===== config.mk =====
export PLATFORM = sky130hd
export DESIGN_NAME = brb_ctrl
export DESIGN_NICKNAME = d
export VERILOG_FILES = /design/src/hdl/byte_ring_buffer_with_spans_defines.svh /design/src/hdl/brb_pkg.sv /design/src/hdl/brb_ctrl.sv
export SDC_FILE = /design/constraint.sdc
export NUM_CORES = 1
export LEC_CHECK = 0
export BUFFER_PORTS_ARGS = -buffer_cell sky130_fd_sc_hd__buf_2
export CAP_MARGIN = 20
export CORE_AREA = 4 4 41 43
export CTS_BUF_LIST = sky130_fd_sc_hd__clkbuf_2 sky130_fd_sc_hd__clkbuf_4 sky130_fd_sc_hd__clkbuf_8
export CTS_CLUSTER_DIAMETER = 80
export CTS_CLUSTER_SIZE = 25
export DETAILED_ROUTE_END_ITERATION = 16
export DIE_AREA = 0 0 45 47
export SYNTH_ARGS = -nofsm -noshare
export SYNTH_HDL_FRONTEND = slang
export SYNTH_SLANG_ARGS = --single-unit

===== constraint.sdc =====
create_clock -name clk -period 1.1 [get_ports clk]
set_input_delay 0.11 -clock clk [delete_from_list [all_inputs] [get_ports clk]]
set_output_delay 0.11 -clock clk [all_outputs]
set_load 0.01 [all_outputs]

===== src/hdl/byte_ring_buffer_with_spans_defines.svh =====
// assertion macros for the byte ring buffer top level
// used by byte_ring_buffer_with_spans.sv, expects clk and rst_n in scope
`ifndef BYTE_RING_BUFFER_WITH_SPANS_DEFINES_SVH
`define BYTE_RING_BUFFER_WITH_SPANS_DEFINES_SVH

// same-cycle implication, disabled during reset
`define BRB_ASSERT_IMP(label, a, c) \
  label: assert property (@(posedge clk) disable iff (!rst_n) (a) |-> (c)) \
    else $error("brb: same-cycle check failed");

// next-cycle implication, disabled during reset
`define BRB_ASSERT_NXT(label, a, c) \
  label: assert property (@(posedge clk) disable iff (!rst_n) (a) |=> (c)) \
    else $error("brb: next-cycle check failed");

`endif


===== src/hdl/brb_pkg.sv =====
// shared types and constants for the byte ring buffer
// no dependencies
package brb_pkg;

  localparam int DEPTH = 1024;
  localparam int IDX_W = $clog2(DEPTH);
  localparam int CNT_W = 11;
  localparam int OFF_W = 10;
  localparam int BYTE_W = 8;

  typedef enum logic [1:0] {
    CMD_PUT     = 2'd0,
    CMD_GET     = 2'd1,
    CMD_COMMIT  = 2'd2,
    CMD_CONSUME = 2'd3
  } cmd_t;

  typedef enum logic [2:0] {
    ST_IDLE,
    ST_CALC,
    ST_WRAP,
    ST_SPAN,
    ST_LOAD,
    ST_OUT
  } state_t;

  typedef struct packed {
    logic capture;
    logic calc;
    logic wrap;
    logic span;
    logic load;
  } ctrl_t;

endpackage


===== src/hdl/brb_ctrl.sv =====
// sequencer for the byte ring buffer: one word at a time through five steps
// depends on brb_pkg
module brb_ctrl (
  input  logic           clk,
  input  logic           rst_n,
  input  logic           start,
  output logic           busy,
  output logic           out_valid,
  output brb_pkg::ctrl_t ctrl
);

  brb_pkg::state_t state_r, state_nxt;

  always_ff @(posedge clk) begin
    if (!rst_n) begin
      state_r <= brb_pkg::ST_IDLE;
    end else begin
      state_r <= state_nxt;
    end
  end

  always_comb begin
    state_nxt = state_r;
    unique case (state_r)
      brb_pkg::ST_IDLE: begin
        if (start) begin
          state_nxt = brb_pkg::ST_CALC;
        end
      end
      brb_pkg::ST_CALC: state_nxt = brb_pkg::ST_WRAP;
      brb_pkg::ST_WRAP: state_nxt = brb_pkg::ST_SPAN;
      brb_pkg::ST_SPAN: state_nxt = brb_pkg::ST_LOAD;
      brb_pkg::ST_LOAD: state_nxt = brb_pkg::ST_OUT;
      brb_pkg::ST_OUT:  state_nxt = brb_pkg::ST_IDLE;
      default:          state_nxt = brb_pkg::ST_IDLE;
    endcase
  end

  always_comb begin
    ctrl      = '0;
    busy      = 1'b1;
    out_valid = 1'b0;
    unique case (state_r)
      brb_pkg::ST_IDLE: begin
        busy         = 1'b0;
        ctrl.capture = start;
      end
      brb_pkg::ST_CALC: ctrl.calc = 1'b1;
      brb_pkg::ST_WRAP: ctrl.wrap = 1'b1;
      brb_pkg::ST_SPAN: ctrl.span = 1'b1;
      brb_pkg::ST_LOAD: ctrl.load = 1'b1;
      brb_pkg::ST_OUT:  out_valid = 1'b1;
      default:          busy = 1'b1;
    endcase
  end

endmodule


==> qor.txt <==
Most flop-heavy register - state_r
Maxcap violations - 0
Syn_nets - 23
WL/cell - 8.84 um
Via density - 3.93
DR pass1 iterations - 1
YS warnings - 0
First-pass GRT wire length - 807 um
Worst path cell trace - or3_4, nor2_2, buf_2
Die X - 45 um
CP delay by family, top - simple AND/OR/NAND/NOR gates
Die area - 2120 um2
Worst Path Required - 0.99 ns
CTS tree - built
Placed cells - 47
Via count - 216
Critical Path End Type - output pin
Initial antenna violation count - 0
RSZ-0062 raised after global routing - true
CP startpoint kind - register
Clock Sinks - 3
Final count of hold timing violations - 0
Antenna-violating nets left - 0
Sequential standard cell area - 66.3 um2
Maximum vdd drop - 550 uV
Worst min path class - input pin to register
WP buf/inv - 1
Placed Area - 258 um2
Fill cell count - 157
Num CTS Buffers - 3
Slowest cell on crit path - or3_4
Setup ws final - -0.149 ns
H-tree levels - 1
DP HPWL - 322 um
Area Overhead vs Synth - 114%
Syn avg cell area - 8.32 um2
Max Slew Vio Count - 0
Layout cells sized above 1 - 77.5%
Clk_skew - 0.000109 ns
# port buffers - 9
Largest register FFs - 3
Clk Latency, worst-skew pair - 0.23 ns
#FFs+latches synth - 3
Mapped Area - 166 um2
Slew HR - 76.4%
Biggest regs - state_r: 3 flops
Fin cells - 55
Setup slack after placement - 0.0517 ns
DRT iter0 DRCs - 0
GRT overflow - 0
Row cnt - 13
Hold depth - 3
All-Layer GR Usage - 6.00%
Leak pwr - 0.000194 uW
Placeable Area - 1300 um2
Worst Setup Path Type - register to output pin
Worst slew pin tran - 0.345 ns
Clk buf depth - 2
Die H - 47 um
Synth Instances - 20
Final WL - 486 um
Cts-stage hold buffer count - 0
Worst reg2reg path depth - 3
Largest net degree at the start of global routing - 6
Violated checks - setup timing
CTS root buf - clkbuf_4
Num ports - 10
Crit path max fanout - 4
Final period util - 114%
Diodes inserted - 0
Outcome - finished with violations
Design area - 355 um2
Unique cell type count in the Yosys netlist - 13
Final min period - 1.25 ns
Vias in the first global route - 210
Critical Path AT - 1.14 ns
CP max stage delay - 0.39 ns
Fin nets - 44
Setup Viol. Count Final - 6
Multi-input logic area - 106 um2
Initial Util - 12.8%
Drt drc - 0
Pwr dens - 1420 nW/um2
FMAX - 801 MHz
Reg clk slew, reported paths - 0.04 ns
RePlAce Congestion - 0.723
Worst path depth - 3
Post-synthesis sequential area ratio - 36.1%
## worst min-delay path, stage by stage
cell,delay [ns]
buf_2,0.07
inv_1,0.06
a21oi_2,0.09
## metrics by stage
stage | hold WS (ns) | setup TNS (ns) | total power [uW] | util, %
after floorplan | 0.265 | 0 | 197 | -
after detailed placement | 0.375 | 0 | 247 | 19.8
final | 0.141 | -0.563 | 504 | 27.3
after global routing | 0.167 | -0.988 | 551 | 27.3
after CTS | 0.134 | -0.559 | 497 | 25.3
after global placement | 0.375 | 0 | 245 | 19.8
## area by class of cell
class                   instances  share of cell area, %
clock buffers                   4                   8.45
inverters                       4                   4.23
multi-input cells              12                   29.9
flip-flops and latches          3                   18.7
well taps                      15                   5.28
repair buffers                 17                   33.5
## synth_stat cells
cell | number | area (um2)
nand3b_1 | 1 | 7.51
nor3_1 | 2 | 10.0
or3_1 | 1 | 6.26
nor3b_1 | 2 | 15.0
dfxtp_1 | 3 | 60.1
and3b_1 | 1 | 8.76
a21oi_2 | 1 | 8.76
buf_2 | 1 | 5.00
xnor2_1 | 1 | 8.76
nor2_1 | 1 | 3.75
or3b_1 | 1 | 8.76
a2111oi_0 | 1 | 8.76
inv_1 | 4 | 15.0
## placed cells by master (no fill, tap or decap), types with 2 or more instances in the layout
master	count
nor3b_2	2
buf_6	3
dfxtp_2	2
buf_2	8
clkbuf_4	4
inv_1	3
nor3_1	2
buf_4	6
## cell families (layout without fill, tap and decap cells)
kind of cell	count (synthesis)	in the layout	share of synthesized area (%)
AOI/OAI and AO/OA	2	2	10.5
xor gates and xnor gates	1	1	5.26
buffers and inverters	5	25	12.0
DFF	3	3	36.1
and+or+nand+nor	9	9	36.1
## layer usage
metal	wire (um)	vias up	share of wire, %	global-route usage [%]
met5	0	-	0	0
met4	18	0	3.7	5.26
met3	35	2	7.2	4.98
met2	232	9	48	8.76
met1	200	96	41	5.22
li1	-	109	-	-
## worst paths after layout
| path | start | endpoint | slack (ns) |
|---|---|---|---|
| worst min-delay path | rst_n | state_r[2] | 0.14 |
| worst max register to register | state_r[1] | state_r[0] | 0.01 |
| worst min register to register | state_r[2] | state_r[1] | 0.57 |
| worst max-delay path | state_r[2] | ctrl[4] | -0.15 |
## power by group
group          total [uW]  switching, uW  internal, uW
clock network         214           53.6           160
registers             135           11.6           123
logic                 155           64.1          90.9
total                 504            129           374
## repair_timing
| item | 4_1_cts | 5_1_grt |
|---|---|---|
| resized for setup | 11 | 1 |
| endpoints found under the setup margin | 7 | 7 |
| pin swaps | 2 | 1 |
| hold endpoints to repair | 0 | 0 |
| buffers inserted | 1 | 3 |
| gates cloned | 0 | 0 |
Power figures use the tool's default switching activity.
